File: src/hdl/c80alu_pkg.sv
// c80alu_pkg: operation codes, payload structs and pipeline stage types
// for the 8080 alu block; no dependencies
`timescale 1ns / 1ps

package c80alu_pkg;

  // operation codes carried in the kind field
  localparam logic [3:0] KIND_ADD = 4'd0;
  localparam logic [3:0] KIND_ADC = 4'd1;
  localparam logic [3:0] KIND_SUB = 4'd2;
  localparam logic [3:0] KIND_SBB = 4'd3;
  localparam logic [3:0] KIND_ANA = 4'd4;
  localparam logic [3:0] KIND_XRA = 4'd5;
  localparam logic [3:0] KIND_ORA = 4'd6;
  localparam logic [3:0] KIND_CMP = 4'd7;
  localparam logic [3:0] KIND_INR = 4'd8;
  localparam logic [3:0] KIND_DCR = 4'd9;
  localparam logic [3:0] KIND_RRC = 4'd10;
  localparam logic [3:0] KIND_DAD = 4'd11;

  // flag byte bit positions (psw layout)
  localparam int unsigned FLG_S_BIT  = 7;
  localparam int unsigned FLG_Z_BIT  = 6;
  localparam int unsigned FLG_AC_BIT = 4;
  localparam int unsigned FLG_P_BIT  = 2;
  localparam int unsigned FLG_CY_BIT = 0;

  // input transfer
  typedef struct packed {
    logic [3:0]  kind;
    logic [15:0] first_operand;
    logic [15:0] second_operand;
    logic [7:0]  flags_in;
  } alu_in_t;

  // result transfer
  typedef struct packed {
    logic [15:0] result;
    logic [7:0]  flags_out;
  } alu_out_t;

  // first stage: adder operands prepared per operation
  typedef struct packed {
    logic [3:0]  kind;
    logic [15:0] op_a;
    logic [15:0] op_b;
    logic        carry_in;
    logic [7:0]  flags_in;
  } prep_t;

  // second stage: value, carry and half carry settled
  typedef struct packed {
    logic [15:0] result;
    logic [7:0]  szp_byte;
    logic        szp_upd;
    logic        ac_upd;
    logic        ac;
    logic        cy;
    logic [7:0]  flags_in;
  } exec_t;

endpackage

File: src/hdl/cpu8080_alu_flags_top.sv
// 8080 arithmetic-logic unit with psw flag logic, three register stages
// depends on c80alu_pkg
// done is registered behind prep_vld and exec_vld after the accepting edge (start high, busy low)
// throughput: one transfer per cycle, back to back; busy is high only in reset
// stages: operand prep, 17-bit adder with nibble carry, flag assembly
// reset clears the stage valid bits and done; payload registers hold no reset
// results cannot be stalled: each shows for exactly one cycle under done
`timescale 1ns / 1ps

module cpu8080_alu_flags_top (
  input  logic                 clk,
  input  logic                 rst,
  input  logic                 start,
  output logic                 busy,
  input  c80alu_pkg::alu_in_t  req,
  output logic                 done,
  output c80alu_pkg::alu_out_t rsp
);

  logic               accept;
  c80alu_pkg::prep_t  prep_next;
  c80alu_pkg::prep_t  prep;
  logic               prep_vld;
  c80alu_pkg::exec_t  exec_next;
  c80alu_pkg::exec_t  exec;
  logic               exec_vld;
  c80alu_pkg::alu_out_t rsp_next;

  logic [16:0] sum;
  logic [4:0]  half;
  logic        cin;
  logic [7:0]  fk;

  assign busy   = rst;
  assign accept = start & ~busy;

  // stage 1: pick adder operands and carry in
  always_comb begin
    cin                 = req.flags_in[c80alu_pkg::FLG_CY_BIT];
    prep_next.kind      = req.kind;
    prep_next.flags_in  = req.flags_in;
    prep_next.op_a      = {8'h00, req.first_operand[7:0]};
    prep_next.op_b      = {8'h00, req.second_operand[7:0]};
    prep_next.carry_in  = 1'b0;
    case (req.kind)
      c80alu_pkg::KIND_ADC: begin
        prep_next.carry_in = cin;
      end
      c80alu_pkg::KIND_SUB, c80alu_pkg::KIND_CMP: begin
        prep_next.op_b     = {8'h00, ~req.second_operand[7:0]};
        prep_next.carry_in = 1'b1;
      end
      c80alu_pkg::KIND_SBB: begin
        prep_next.op_b     = {8'h00, ~req.second_operand[7:0]};
        prep_next.carry_in = ~cin;
      end
      c80alu_pkg::KIND_INR: begin
        prep_next.op_b     = 16'h0000;
        prep_next.carry_in = 1'b1;
      end
      c80alu_pkg::KIND_DCR: begin
        prep_next.op_b     = 16'h00FF;
      end
      c80alu_pkg::KIND_DAD: begin
        prep_next.op_a     = req.first_operand;
        prep_next.op_b     = req.second_operand;
      end
      default: begin
        // unused codes return the whole first operand
        if (req.kind > c80alu_pkg::KIND_DAD) begin
          prep_next.op_a = req.first_operand;
        end
      end
    endcase
  end

  always_ff @(posedge clk) begin
    if (rst) begin
      prep_vld <= 1'b0;
    end else begin
      prep_vld <= accept;
    end
    prep <= prep_next;
  end

  // stage 2: shared adder and per-operation result
  always_comb begin
    sum  = {1'b0, prep.op_a} + {1'b0, prep.op_b} + {16'h0000, prep.carry_in};
    half = {1'b0, prep.op_a[3:0]} + {1'b0, prep.op_b[3:0]} + {4'h0, prep.carry_in};
    exec_next.flags_in = prep.flags_in;
    exec_next.result   = {8'h00, sum[7:0]};
    exec_next.szp_byte = sum[7:0];
    exec_next.szp_upd  = 1'b1;
    exec_next.ac_upd   = 1'b1;
    exec_next.ac       = half[4];
    exec_next.cy       = sum[8];
    case (prep.kind)
      c80alu_pkg::KIND_ADD, c80alu_pkg::KIND_ADC: begin
        exec_next.cy = sum[8];
      end
      c80alu_pkg::KIND_SUB, c80alu_pkg::KIND_SBB: begin
        exec_next.cy = ~sum[8];
      end
      c80alu_pkg::KIND_CMP: begin
        exec_next.cy     = ~sum[8];
        exec_next.result = prep.op_a;
      end
      c80alu_pkg::KIND_ANA: begin
        exec_next.result   = prep.op_a & prep.op_b;
        exec_next.szp_byte = prep.op_a[7:0] & prep.op_b[7:0];
        exec_next.ac       = prep.op_a[3] | prep.op_b[3];
        exec_next.cy       = 1'b0;
      end
      c80alu_pkg::KIND_XRA: begin
        exec_next.result   = prep.op_a ^ prep.op_b;
        exec_next.szp_byte = prep.op_a[7:0] ^ prep.op_b[7:0];
        exec_next.ac       = 1'b0;
        exec_next.cy       = 1'b0;
      end
      c80alu_pkg::KIND_ORA: begin
        exec_next.result   = prep.op_a | prep.op_b;
        exec_next.szp_byte = prep.op_a[7:0] | prep.op_b[7:0];
        exec_next.ac       = 1'b0;
        exec_next.cy       = 1'b0;
      end
      c80alu_pkg::KIND_INR, c80alu_pkg::KIND_DCR: begin
        exec_next.cy = prep.flags_in[c80alu_pkg::FLG_CY_BIT];
      end
      c80alu_pkg::KIND_RRC: begin
        exec_next.result  = {8'h00, prep.op_a[0], prep.op_a[7:1]};
        exec_next.szp_upd = 1'b0;
        exec_next.ac_upd  = 1'b0;
        exec_next.cy      = prep.op_a[0];
      end
      c80alu_pkg::KIND_DAD: begin
        exec_next.result  = sum[15:0];
        exec_next.szp_upd = 1'b0;
        exec_next.ac_upd  = 1'b0;
        exec_next.cy      = sum[16];
      end
      default: begin
        // unused codes: pass operand and all flags through
        exec_next.result  = prep.op_a;
        exec_next.szp_upd = 1'b0;
        exec_next.ac_upd  = 1'b0;
        exec_next.cy      = prep.flags_in[c80alu_pkg::FLG_CY_BIT];
      end
    endcase
  end

  always_ff @(posedge clk) begin
    if (rst) begin
      exec_vld <= 1'b0;
    end else begin
      exec_vld <= prep_vld;
    end
    exec <= exec_next;
  end

  // stage 3: sign, zero, parity and flag byte assembly
  always_comb begin
    fk = exec.flags_in;
    rsp_next.result = exec.result;
    rsp_next.flags_out[7] = exec.szp_upd ? exec.szp_byte[7]
                                         : fk[c80alu_pkg::FLG_S_BIT];
    rsp_next.flags_out[6] = exec.szp_upd ? (exec.szp_byte == 8'h00)
                                         : fk[c80alu_pkg::FLG_Z_BIT];
    rsp_next.flags_out[5] = 1'b0;
    rsp_next.flags_out[4] = exec.ac_upd ? exec.ac : fk[c80alu_pkg::FLG_AC_BIT];
    rsp_next.flags_out[3] = 1'b0;
    rsp_next.flags_out[2] = exec.szp_upd ? ~(^exec.szp_byte)
                                         : fk[c80alu_pkg::FLG_P_BIT];
    rsp_next.flags_out[1] = 1'b1;
    rsp_next.flags_out[0] = exec.cy;
  end

  always_ff @(posedge clk) begin
    if (rst) begin
      done <= 1'b0;
    end else begin
      done <= exec_vld;
    end
    rsp <= rsp_next;
  end

endmodule

File: config.mk
export PLATFORM = sky130hd
export DESIGN_NAME = cpu8080_alu_flags_top
export DESIGN_NICKNAME = d
export VERILOG_FILES = /design/src/hdl/c80alu_pkg.sv /design/src/hdl/cpu8080_alu_flags_top.sv
export SDC_FILE = /design/constraint.sdc
export NUM_CORES = 1
export LEC_CHECK = 0
export ABC_AREA = 1
export BUFFER_PORTS_ARGS = -buffer_cell sky130_fd_sc_hd__buf_2
export CAP_MARGIN = 10
export CELL_PAD_IN_SITES_DETAIL_PLACEMENT = 1
export CELL_PAD_IN_SITES_GLOBAL_PLACEMENT = 1
export CORE_AREA = 2 2 114 105
export DETAILED_ROUTE_END_ITERATION = 10
export DIE_AREA = 0 0 116 107
export MAX_ROUTING_LAYER = met4
export PLACE_DENSITY = 0.76
export SKIP_CTS_REPAIR_TIMING = 1
export SYNTH_ARGS = -nofsm -noshare
export SYNTH_HDL_FRONTEND = slang
export SYNTH_SLANG_ARGS = --single-unit
File: constraint.sdc
create_clock -name clk -period 2.5 [get_ports clk]
set_input_delay 0.125 -clock clk [delete_from_list [all_inputs] [get_ports clk]]
set_output_delay 0.125 -clock clk [all_outputs]
set_load 0.05 [all_outputs]
### Yosys cells after proc, flatten, opt, wreduce, memory -nomap -nowiden

Index checks and enable logic that the tools add are counted.

* bits in registers: 105
* logic and storage cells: 78
* output and inout bits: 26
* bits of input ports: 47

* bitwise logic cells: 13
* add/subtract/negate cells: 4
* multiplexer cells: 13
* order comparisons: 1
* reduce and logical (&&, ||, !) cells: 12
* equal/unequal tests: 18

Operator list (count)
* $pmux 16 s6: 1
* $pmux 16 s4: 1
* $pmux 16 s2: 1
* $eq 4x4->1 const B: 7
* $pmux 8 s3: 1
* $eq 4x3->1 const B: 5
* $add 16x16->17: 1
* $add 17x1->17: 1
* $and 16x16->16: 1
* $eq 4x2->1 const B: 4
* $mux 16: 1
* $or 16x16->16: 1
* $xor 16x16->16: 1
* $reduce_or 3->1: 4
* $reduce_or 6->1: 2
* $reduce_or 10->1: 1
* $and 8x8->8: 1
* $eq 4x1->1 const B: 2
* $logic_not 8->1: 1
* $not 8->8: 1
* $or 8x8->8: 1
* $reduce_xor 8->1: 1
* $xor 8x8->8: 1
* $add 4x4->5: 1
* other kinds (12): 19

### Longest topological paths before layout

Gate-level depths: netlist (run 1).

* word-level depth: 4
* depth in mapped cells: 13
* depth with buffers taken out: 13

### Worst setup path after synthesis (run 1)

Ideal clock, no wire load.

* path type: reg2reg
* start point: register prep[27] in the netlist's numbering
* end point: register exec[17] in the netlist's numbering
* setup time: 116 ps
* required time: 2384 ps
* clock period less this slack: 1797 ps
* setup slack: 703 ps
* buffers on the path: 0
* cell stages (with the launch flop): 8
* arrival time: 1681 ps
* cells stage by stage: dfxtp_1 -> inv_1 -> ha_1 -> or2_2 -> nand3_1 -> nand2_1 -> or2_2 -> a31o_2

RTL lines
* start, declared: line cpu8080_alu_flags_top.sv:22 `c80alu_pkg::prep_t prep;`
* start signal, assigned: line cpu8080_alu_flags_top.sv:83 `prep <= prep_next;`
* end signal, assigned: line cpu8080_alu_flags_top.sv:157 `exec <= exec_next;`
* end, declared: line cpu8080_alu_flags_top.sv:25 `c80alu_pkg::exec_t exec;`

==> results of run 1 <==
## kinds of logic after synthesis
logic type,after synthesis,synth area share [%]
AOI/OAI and AO/OA,83,11.7
xor gates and xnor gates,6,1.16
other,2,0.166
buffers and inverters,133,11.4
and+or+nand+nor,241,21.7
adders and majority gates,38,10.9
DFF,97,43.0
## tightest hold or removal path, stage by stage
cell    delay, ns
buf_2        0.09
inv_1        0.04
nor2_1       0.04
## layer usage
metal	track usage (%)	up-vias
met5	-	-
met4	6.63	0
met3	6.11	9
met2	35.1	87
met1	28.2	1895
li1	-	2087
## power by group through the flow
stage | logic [W] | registers (W) | clock network, W
final | 0.000927 | 0.00179 | 0.00137
after floorplan | 0.000468 | 0.00199 | 0
after detailed placement | 0.000888 | 0.00183 | 0
after global placement | 0.000862 | 0.00182 | 0
after global routing | 0.00103 | 0.00181 | 0.00147
after CTS | 0.000893 | 0.00179 | 0.00140
## state kept, by name, indices dropped and copies added (netlist names)
signal / flops
prep: 37
rsp: 21
exec_next: 5
exec_vld: 1
done: 1
exec: 27
fk: 4
prep_vld: 1
## worst max path at each step
stage	end	slack, ns	cells past startpoint
finish	exec[8]	0.36	13
global route	exec[8]	0.15	13
CTS	exec[8]	0.34	13
detailed placement	exec[8]	0.37	13
global placement	exec[8]	0.46	13
floorplan	exec[17]	0.70	7
## synthesized netlist by cell type (3+ instances only)
master      n
nand2_1   132
inv_1     119
dfxtp_1    97
nor2_1     64
ha_1       36
nand3_1    31
a21oi_1    23
o21ai_0    17
o211ai_1   13
o22ai_1     7
a22oi_1     5
inv_2       5
a211oi_1    4
buf_4       4
nor3_1      4
xnor2_1     4
nand4_1     3
o221ai_1    3
or2_2       3
## cell type report
cell class,count,area (um2)
clock buffers,9,225
flip-flops and latches,97,1940
repair buffers,103,691
fillers,1444,5550
clock inverters,7,67.6
inverters,125,469
multi-input cells,371,2060
well taps,156,195
## metrics by stage
step	power [W]	hold slack (ns)	util [%]
after floorplan	0.00246	0.153	-
after global placement	0.00268	0.228	44.9
after detailed placement	0.00272	0.229	44.9
after CTS	0.00409	-0.144	47.5
after global routing	0.00431	0.00125	50.5
final	0.00409	-0.00975	50.5
## layout by cell type, fill, tap and decap left out, drive strengths merged, types with 7 or more instances in the layout
cell         instances
ha                  36
nand2              133
clkbuf               9
dfxtp               97
dlygate4sd3         33
buf                 70
o211ai              13
o21ai               18
nor2                65
o22ai                7
a21oi               24
inv                126
nand3               31
==> summary.txt, run 1 <==
GRT
  • Number of global-route vias before repair: between 4k and 5k
  • GRT Overall Usage: 22.3%
  • First-pass GRT wire length: between 20 and 25 mm
  • Pin count of the biggest net entering global routing: 24
  • Overflow after GRT: 0
  • Initial antenna violation count: 0

Timing
  • Slew Limit Fails: 0
  • Final hold violation count: 1
  • Part of the cycle the worst path needs: between 80 and 90%
  • Worst hold slack: -0.00975 ns
  • Fmax: about 470 MHz
  • Min Tclk post-route: 2.14 ns
  • Worst Skew: approximately 0.0065 ns
  • Slew HR: between 50% and 60%
  • Post-route setup slack: 0.355 ns
  • Final setup viols: 0
  • RSZ-0062 raised after global routing: false
  • Worst slew pin tran: 0.612 ns
  • Fin Setup TNS: 0 ns

Place
  • Placed cells: 819
  • Detail Placement HPWL: 9.87 mm
  • Final Wtd Congestion: slightly below 0.9
  • Pre-CTS WS: about 0.37 ns
  • Placed instance area: roughly 0.0050 mm2
  • Port Buffers: 66

Clock network
  • Depth of the CTS H-tree: 3
  • TritonCTS Buffers: 9
  • Clk Latency, worst-skew pair: between 0.3 and 0.4 ns
  • Clk sinks: 97
  • Clock root buffer: clkbuf_16
  • CTS tree: done
  • CTS max path bufs: 2
  • CTS clock-pin slew for the worst setup and hold paths: approximately 0.070 ns

Yosys
  • Ranking of synthesized cells by area: dfxtp_1 (43%), nand2_1 (11%), ha_1 (10%)
  • Yosys top cell by area: dfxtp_1
  • Seq/Total Area, Yosys: a little over two fifths
  • FF+latch count, synth: 97
  • FFs w/ async S/R, synth: 0%
  • Mapped Area: 0.00452 mm2
  • Mapped Cells: 600
  • Share of the synthesized area in the top cell type: 43.0%
  • Most common flop cell mapped by yosys: dfxtp_1
  • Post-synth EDFFs: 0
  • Yosys cell types: 37
  • Warnings from Yosys: 0
  • Synthesized area per cell: 7.53 um2

Critical path
  • Slowest Stage Delay on Critical Path: 0.42 ns
  • WS Path Type: reg2reg
  • CP startpoint: prep[25]
  • R2R Path Start: prep[25]
  • Req. time, crit path: 2.74 ns
  • Worst path cell trace: fa_1, inv_1, fa_1, inv_1, nand3_1, nand3_1, nand2_1, nand2_1, nand2_1, nand3_1, nand2_1, nor2_1, nand3_1
  • Reg2Reg Capture Point: exec[8]
  • CP top delay family: simple AND/OR/NAND/NOR gates
  • CP max stage cell: fa_1
  • CP endpoint kind: flip-flop
  • CP arrival: 2.39 ns
  • Reg2reg setup slack: 0.36 ns
  • Setup crit start kind: flip-flop
  • CP Buf/Inv Count: 2
  • R2R cell count: 13
  • Highest fanout seen on the critical path: 4

Drt
  • Routed wl met2: about 6.0 mm
  • Post-DRT Antenna Nets: 0
  • Routed wl met3: 650 um
  • DR vias: about 4k
  • # DRC: 0
  • DRT Wirelength: 12.9 mm
  • M1 WL: approximately 6.2 mm
  • Initial DRC Count: 188
  • Drt wl/cell: 14.9 um
  • First-pass iteration count of the detailed router: 4
  • Uppermost layer routed: met4
  • Via/cell ratio: between 4 and 5

Floorplanning
  • Initial Utilization: 40.3%
  • Die ar.: 0.0124 mm2
  • Die span in y: between 100 and 150 um
  • Row cnt: 37
  • Chip Width: 116 um
  • Core Box Area: 0.0112 mm2
  • Number of I/O pins: between 70 and 80

Cells and area
  • P&R area growth vs syn: 25.1%
  • Layout Cells excl Fill: 868
  • ANT cells: 0
  • Fin area: 0.00565 mm2
  • Share of cells above drive strength 1: roughly 14%
  • Net count of the finished layout: 792

Status
  • Failing checks: negative hold slack
  • Outcome: finished, violations left

Flow run
  • Maxcap violations: 0

Pwr
  • Seq pwr share: 43.8%
  • Switching portion of total power: 31.0%
  • Clk pwr share: between 30% and 40%
  • P_int: 0.00282 W
  • LEAKAGE: 2.92 nW
  • P per Cell Area: 723 mW/mm2
  • Sw power: 0.00127 W
  • Logic pwr share: 22.7%
  • Peak supply drop: 0.423 mV

Hold path
  • Hold worst-path end: prep[19]
  • Hold path startpoint: req[18]
  • Hold path depth: 3
  • Hold crit path type: in2reg
(Power assumes the default switching activity.)
==> run 2: changes to the inputs <==
--- a/config.mk
+++ b/config.mk
@@ -10,11 +10,12 @@
 export CAP_MARGIN = 10
 export CELL_PAD_IN_SITES_DETAIL_PLACEMENT = 1
 export CELL_PAD_IN_SITES_GLOBAL_PLACEMENT = 1
-export CORE_AREA = 2 2 114 105
+export CORE_AREA = 2 2 113 104
+export CTS_BUF_LIST = sky130_fd_sc_hd__clkbuf_2 sky130_fd_sc_hd__clkbuf_4 sky130_fd_sc_hd__clkbuf_8
 export DETAILED_ROUTE_END_ITERATION = 10
-export DIE_AREA = 0 0 116 107
+export DIE_AREA = 0 0 115 106
 export MAX_ROUTING_LAYER = met4
-export PLACE_DENSITY = 0.76
+export PLACE_DENSITY = 0.78
 export SKIP_CTS_REPAIR_TIMING = 1
 export SYNTH_ARGS = -nofsm -noshare
 export SYNTH_HDL_FRONTEND = slang
==> summary.txt, run 2 (synthesis gave the netlist of run 1 again) <==
Status
  • Outcome: finished, violations left
  • Failing checks: negative hold slack

Critical path
  • WS Path Type: reg2reg
  • R2R Path Start: prep[25]
  • CP endpoint kind: flip-flop
  • R2R cell count: 13 (unchanged)
  • Reg2reg setup slack: 0.39 ns (+0.04 ns)
  • Setup crit start kind: flip-flop
  • CP arrival: 2.38 ns (about the same)
  • Highest fanout seen on the critical path: 4 (unchanged)
  • Req. time, crit path: 2.77 ns (+0.03 ns)
  • Reg2Reg Capture Point: exec[8]

Timing
  • Worst hold slack: -0.00997 ns (-0.000216 ns)
  • Final hold violation count: 2 (+1)
  • Part of the cycle the worst path needs: 84.3% (-1.5 points)
  • Worst slew pin tran: 0.653 ns (+0.0406 ns)
  • Fmax: 474 MHz (+1.7%)
  • Fin Setup TNS: 0 ns (unchanged)
  • Final setup viols: 0 (unchanged)
  • Slew Limit Fails: 0 (unchanged)
  • Slew HR: 56.2% (-2.7 points)
  • Min Tclk post-route: 2.11 ns (-0.0364 ns)
  • RSZ-0062 raised after global routing: false
  • Worst Skew: 0.00867 ns (+0.00216 ns)

Cells and area
  • ANT cells: 0 (unchanged)
  • Share of cells above drive strength 1: 13.9% (-0.16 points)
  • P&R area growth vs syn: 23.9%
  • Max reg flops: 37 (unchanged)
  • Reg with most FFs: prep
  • Most frequent cells in the layout: nand2_1 (132), inv_1 (119), dfxtp_1 (97)
  • Top Registers: prep: 37 flops, exec: 27 flops, rsp: 21 flops
  • # fillers: 1433 (-0.76%)
  • Net count of the finished layout: 800 (+1.0%)
  • Commonest non-fill, non-tap cell in the layout: nand2_1

Drt
  • # DRC: 0 (unchanged)
  • DR vias: 4135 (+1.4%)
  • Via/cell ratio: 4.83 (+2.8%)
  • Post-DRT Antenna Nets: 0 (unchanged)
  • Initial DRC Count: 193 (+2.7%)
  • DRT Wirelength: 12.7 mm (-1.7%)
  • Drt wl/cell: 14.8 um (-0.33%)
  • First-pass iteration count of the detailed router: 4 (unchanged)

Clock network
  • Depth of the CTS H-tree: 3 (unchanged)
  • Clock root buffer: clkbuf_8
  • TritonCTS Buffers: 9 (unchanged)
  • CTS clock-pin slew for the worst setup and hold paths: 0.10 ns (+0.03 ns)
  • CTS max path bufs: 2 (unchanged)
  • Clk sinks: 97 (unchanged)
  • Clk Latency, worst-skew pair: 0.37 ns (+0.02 ns)
  • CTS tree: done

Place
  • Final Wtd Congestion: 0.855 (-1.7%)
  • Detail Placement HPWL: 9.48 mm (-3.9%)
  • Port Buffers: 66 (unchanged)

Pwr
  • Design Power: 0.00370 W (-9.5%)
  • Peak supply drop: 0.294 mV (-30%)
  • P per Cell Area: 661 mW/mm2 (-8.6%)
  • LEAKAGE: 2.89 nW (-0.87%)

GRT
  • Pin count of the biggest net entering global routing: 24 (unchanged)
  • Number of global-route vias before repair: 4126 (-0.96%)
  • Overflow after GRT: 0 (unchanged)
  • First-pass GRT wire length: 19.8 mm (-2.9%)
  • Initial antenna violation count: 0 (unchanged)
  • GRT Overall Usage: 21.4% (-0.95 points)

Floorplanning
  • Initial Utilization: 40.7% (+0.34 points)
  • Die span in y: 106 um (-0.93%)
  • Number of I/O pins: 73 (unchanged)
  • Chip Width: 115 um (-0.86%)
  • Die ar.: 0.0122 mm2 (-1.8%)
  • Row cnt: 37 (unchanged)
  • Core Box Area: 0.0111 mm2 (-0.83%)

Hold path
  • Hold worst-path end: prep[15]
  • Hold path depth: 2 (-1)
  • Hold path startpoint: req[14]
  • Hold crit path type: in2reg

Flow run
  • Maxcap violations: 0 (unchanged)
==> run 2: critical path, cell delays in order (launching register included) <==
cell	delay, ns
dfxtp_1	0.40
fa_1	0.22
inv_1	0.07
fa_1	0.41
inv_1	0.09
nand3_1	0.08
nand3_1	0.20
nand2_1	0.11
nand2_1	0.07
nand2_1	0.08
nand3_1	0.09
nand2_1	0.05
nor2_1	0.08
nand3_1	0.07
==> run 2: final cells by class <==
cell class                 instances  area, um2  area share [%]
clock buffer                       9        124            2.21
clock inverter                     7       60.1            1.07
inverter                         125        469            8.38
multi-input combinational        371       2060            36.9
sequential                        97       1940            34.7
tap                              136        170            3.04
timing repair buffer             111        771            13.8
==> run 2: how the worst max path moves through the flow <==
stage,depth (start not counted),startpoint,endpoint,slack [ns]
2_1_floorplan,7,prep[27],exec[17],0.70
3_3_place_gp,12,prep[8],exec[8],0.46
3_5_place_dp,13,prep[25],exec[8],0.39
4_1_cts,12,prep[8],exec[8],0.36
5_1_grt,13,prep[25],exec[8],0.15
6_report,13,prep[25],exec[8],0.39
==> run 2: layer usage <==
layer | share of wire, % | wire, um | track usage [%] | vias to the layer above
met3 | 4.1 | 516 | 3.42 | 13
met5 | 0 | 0 | - | -
met1 | 48 | 6080 | 28.2 | 1930
li1 | - | - | - | 2096
met2 | 47 | 5960 | 34.5 | 96
met4 | 1.2 | 155 | 4.99 | 0
==> run 2: per-stage QoR <==
step | area [um2] | utilization [%] | setup slack (ns) | hold slack [ns] | std cells
6_report | 5600 | 50.4 | 0.392 | -0.00997 | 856
5_1_grt | 5600 | 50.4 | 0.151 | 0.00454 | 856
4_1_cts | 5190 | 46.7 | 0.364 | -0.170 | 815
3_5_place_dp | 5010 | 45.1 | 0.387 | 0.229 | 799
3_3_place_gp | 5010 | 45.1 | 0.455 | 0.227 | 799
2_1_floorplan | 4520 | - | 0.703 | 0.153 | 601
==> run 2: report_power, final <==
group	total [W]	switching, W	leakage (nW)	internal, W
Clock	0.000963	0.000584	0.0897	0.000379
Combinational	0.000951	0.000618	1.99	0.000333
Sequential	0.00179	0.0000663	0.811	0.00172
==> run 3: changes to the inputs <==
--- a/config.mk
+++ b/config.mk
@@ -10,12 +10,12 @@
 export CAP_MARGIN = 10
 export CELL_PAD_IN_SITES_DETAIL_PLACEMENT = 1
 export CELL_PAD_IN_SITES_GLOBAL_PLACEMENT = 1
-export CORE_AREA = 2 2 113 104
+export CORE_AREA = 2 2 118 109
 export CTS_BUF_LIST = sky130_fd_sc_hd__clkbuf_2 sky130_fd_sc_hd__clkbuf_4 sky130_fd_sc_hd__clkbuf_8
 export DETAILED_ROUTE_END_ITERATION = 10
-export DIE_AREA = 0 0 115 106
+export DIE_AREA = 0 0 120 111
 export MAX_ROUTING_LAYER = met4
-export PLACE_DENSITY = 0.78
+export PLACE_DENSITY = 0.75
 export SKIP_CTS_REPAIR_TIMING = 1
 export SYNTH_ARGS = -nofsm -noshare
 export SYNTH_HDL_FRONTEND = slang
==> constraint.sdc (replaced) <==
create_clock -name clk -period 1.72 [get_ports clk]
set_input_delay 0.086 -clock clk [delete_from_list [all_inputs] [get_ports clk]]
set_output_delay 0.086 -clock clk [all_outputs]
set_load 0.05 [all_outputs]
==> summary.txt, run 3 (synthesis gave the netlist of run 1 again) <==
Status
  • Outcome: finished, violations left
  • Failing checks: negative setup slack

Clock network
  • Clk Latency, worst-skew pair: 0.39 ns (+0.02 ns)
  • Clk sinks: 97 (unchanged)
  • Clock root buffer: clkbuf_8
  • Depth of the CTS H-tree: 3 (unchanged)
  • CTS tree: done
  • CTS max path bufs: 2 (unchanged)
  • CTS clock-pin slew for the worst setup and hold paths: 0.10 ns (about the same)
  • TritonCTS Buffers: 9 (unchanged)

Timing
  • RSZ-0062 raised after global routing: true
  • Fmax: 539 MHz (+14%)
  • Worst Skew: 0.0125 ns (+0.00384 ns)
  • Min Tclk post-route: 1.86 ns (-0.252 ns)
  • Post-route setup slack: -0.137 ns (-0.528 ns)
  • Slew HR: 23.7% (-32 points)
  • Final hold violation count: 0 (-2)
  • Final setup viols: 10 (+10)
  • Slew Limit Fails: 0 (unchanged)
  • Worst slew pin tran: 1.14 ns (+0.491 ns)
  • Part of the cycle the worst path needs: 108% (+24 points)

Flow run
  • Maxcap violations: 0 (unchanged)

Hold path
  • Hold crit path type: in2reg
  • Hold path depth: 2 (unchanged)
  • Hold path startpoint: req[13]
  • Hold worst-path end: prep[14]

Place
  • Detail Placement HPWL: 10.6 mm (+12%)
  • Placed instance area: 0.00542 mm2 (+8.2%)
  • Final Wtd Congestion: 0.910 (+6.5%)
  • Port Buffers: 66 (unchanged)

GRT
  • GRT Overall Usage: 21.1% (-0.23 points)
  • Pin count of the biggest net entering global routing: 23 (-4.2%)
  • Number of global-route vias before repair: 4365 (+5.8%)
  • Overflow after GRT: 0 (unchanged)
  • First-pass GRT wire length: 21.2 mm (+6.8%)
  • Initial antenna violation count: 0 (unchanged)

Cells and area
  • Max reg flops: 37 (unchanged)
  • P&R area growth vs syn: 41.3%
  • Fin area: 0.00639 mm2 (+14%)
  • # fillers: 1507 (+5.2%)
  • Share of cells above drive strength 1: 28.1% (+14 points)
  • Reg with most FFs: prep
  • Top Registers: prep: 37 flops, exec: 27 flops, rsp: 21 flops
  • Commonest non-fill, non-tap cell in the layout: inv_1
  • ANT cells: 0 (unchanged)
  • Net count of the finished layout: 848 (+6.0%)
  • Most frequent cells in the layout: inv_1 (116), nand2_1 (115), dfxtp_1 (84)

Floorplanning
  • Chip Width: 120 um (+4.3%)
  • Core Box Area: 0.0122 mm2 (+10%)
  • Initial Utilization: 36.9% (-3.8 points)
  • Die ar.: 0.0133 mm2 (+9.3%)
  • Die span in y: 111 um (+4.7%)
  • Number of I/O pins: 73 (unchanged)
  • Row cnt: 39 (+5.4%)

Critical path
  • R2R cell count: 13 (unchanged)
  • Most frequent cell on the critical path: nand2_2
  • Reg2Reg Capture Point: exec[8]
  • CP arrival: 2.13 ns (-0.25 ns)
  • CP Buf/Inv Count: 2 (unchanged)
  • CP max stage cell: dfxtp_2
  • Reg2reg setup slack: -0.14 ns (-0.53 ns)
  • CP endpoint kind: flip-flop
  • Highest fanout seen on the critical path: 3 (-1)
  • R2R Path Start: prep[25]
  • Slowest Stage Delay on Critical Path: 0.36 ns (-0.05 ns)
  • Req. time, crit path: 1.99 ns (-0.78 ns)
  • CP top delay family: simple AND/OR/NAND/NOR gates
  • WS Path Type: reg2reg
  • Worst path cell trace: fa_2, inv_2, fa_2, inv_2, nand3_2, nand3_4, nand2_2, nand2_2, nand2_2, nand3_1, nand2_1, nor2_1, nand3_1
  • Setup crit start kind: flip-flop

Drt
  • First-pass iteration count of the detailed router: 4 (unchanged)
  • DRT Wirelength: 14.3 mm (+13%)
  • DR vias: 4400 (+6.4%)
  • Initial DRC Count: 156 (-19%)
  • Drt wl/cell: 15.4 um (+3.4%)
  • # DRC: 0 (unchanged)
  • Post-DRT Antenna Nets: 0 (unchanged)
  • Via/cell ratio: 4.72 (-2.3%)

Pwr
  • Sw power: 0.00200 W (+58%)
  • Switching portion of total power: 34.0% (-0.32 points)
  • P_int: 0.00389 W (+60%)
  • Design Power: 0.00588 W (+59%)
  • LEAKAGE: 3.21 nW (+11%)
  • Seq pwr share: 44.2% (-4.1 points)
  • Peak supply drop: 0.529 mV (+80%)
  • Clk pwr share: 26.7% (+0.7 points)
  • Logic pwr share: 29.0% (+3.3 points)
  • P per Cell Area: 921 mW/mm2 (+39%)
-- run 3: cell count changes in the layout (fill, tap and decap cells not counted), moves of 12 or more --
cell,delta
dfxtp_1,-13
ha_1,-12
nand2_1,-17
buf_4,+45
dfxtp_2,+13
nand2_2,+12
-- run 3: power by group through the flow --
| stage | sequential [W] | clock [W] | combinational, W |
|---|---|---|---|
| CTS | 0.00260 | 0.00162 | 0.00145 |
| global placement | 0.00264 | 0 | 0.00138 |
| detailed placement | 0.00265 | 0 | 0.00144 |
| finish | 0.00260 | 0.00157 | 0.00171 |
| global route | 0.00263 | 0.00173 | 0.00186 |
| floorplan | 0.00290 | 0 | 0.000692 |
-- run 3: layout make-up --
| cell class | count | area [um2] | share of cell area [%] |
|---|---|---|---|
| Tap cell | 164 | 205 | 3.21 |
| Sequential cell | 97 | 1960 | 30.7 |
| Timing Repair Buffer | 159 | 1140 | 17.9 |
| Inverter | 125 | 469 | 7.35 |
| Multi-Input combinational cell | 371 | 2400 | 37.6 |
| Clock inverter | 7 | 85.1 | 1.33 |
| Clock buffer | 9 | 124 | 1.94 |
-- run 3: worst register-to-register path, stage by stage, from the launching register on --
cell and delay (ns):
dfxtp_2 0.36, fa_2 0.23, inv_2 0.04, fa_2 0.35, inv_2 0.07, nand3_2 0.08, nand3_4 0.10, nand2_2 0.08
nand2_2 0.08, nand2_2 0.06, nand3_1 0.06, nand2_1 0.05, nor2_1 0.10, nand3_1 0.09
-- run 3: worst max path at each step --
stage / from / end / slack (ns) / cells after the start
5_1_grt: prep[25] / exec[8] / -0.20 / 13
3_3_place_gp: prep[12] / exec[18] / -0.09 / 8
6_report: prep[25] / exec[8] / -0.14 / 13
4_1_cts: prep[8] / exec[8] / -0.19 / 12
2_1_floorplan: prep[8] / exec[18] / 0.001 / 8
3_5_place_dp: prep[8] / exec[8] / -0.17 / 12
-- run 3: layer usage --
| metal | global-route usage (%) | share of wire, % | wire [um] | vias to the layer above |
|---|---|---|---|---|
| met3 | 4.06 | 5.0 | 711 | 17 |
| met4 | 7.29 | 1.4 | 194 | 0 |
| li1 | - | - | - | 2195 |
| met5 | - | 0 | 0 | - |
| met2 | 33.2 | 48 | 6860 | 100 |
| met1 | 27.2 | 46 | 6550 | 2088 |
-- run 3: through the flow --
step | hold slack (ns) | worst slack, ns | instances | setup TNS [ns] | utilization (%)
2_1_floorplan | 0.114 | 0.000966 | 601 | 0 | -
3_3_place_gp | 0.188 | -0.0883 | 873 | -0.544 | 44.2
3_5_place_dp | 0.190 | -0.167 | 873 | -1.35 | 44.2
4_1_cts | -0.228 | -0.188 | 889 | -1.56 | 45.9
5_1_grt | 0.00132 | -0.201 | 932 | -1.56 | 52.1
6_report | 0.0337 | -0.137 | 932 | -0.626 | 52.1
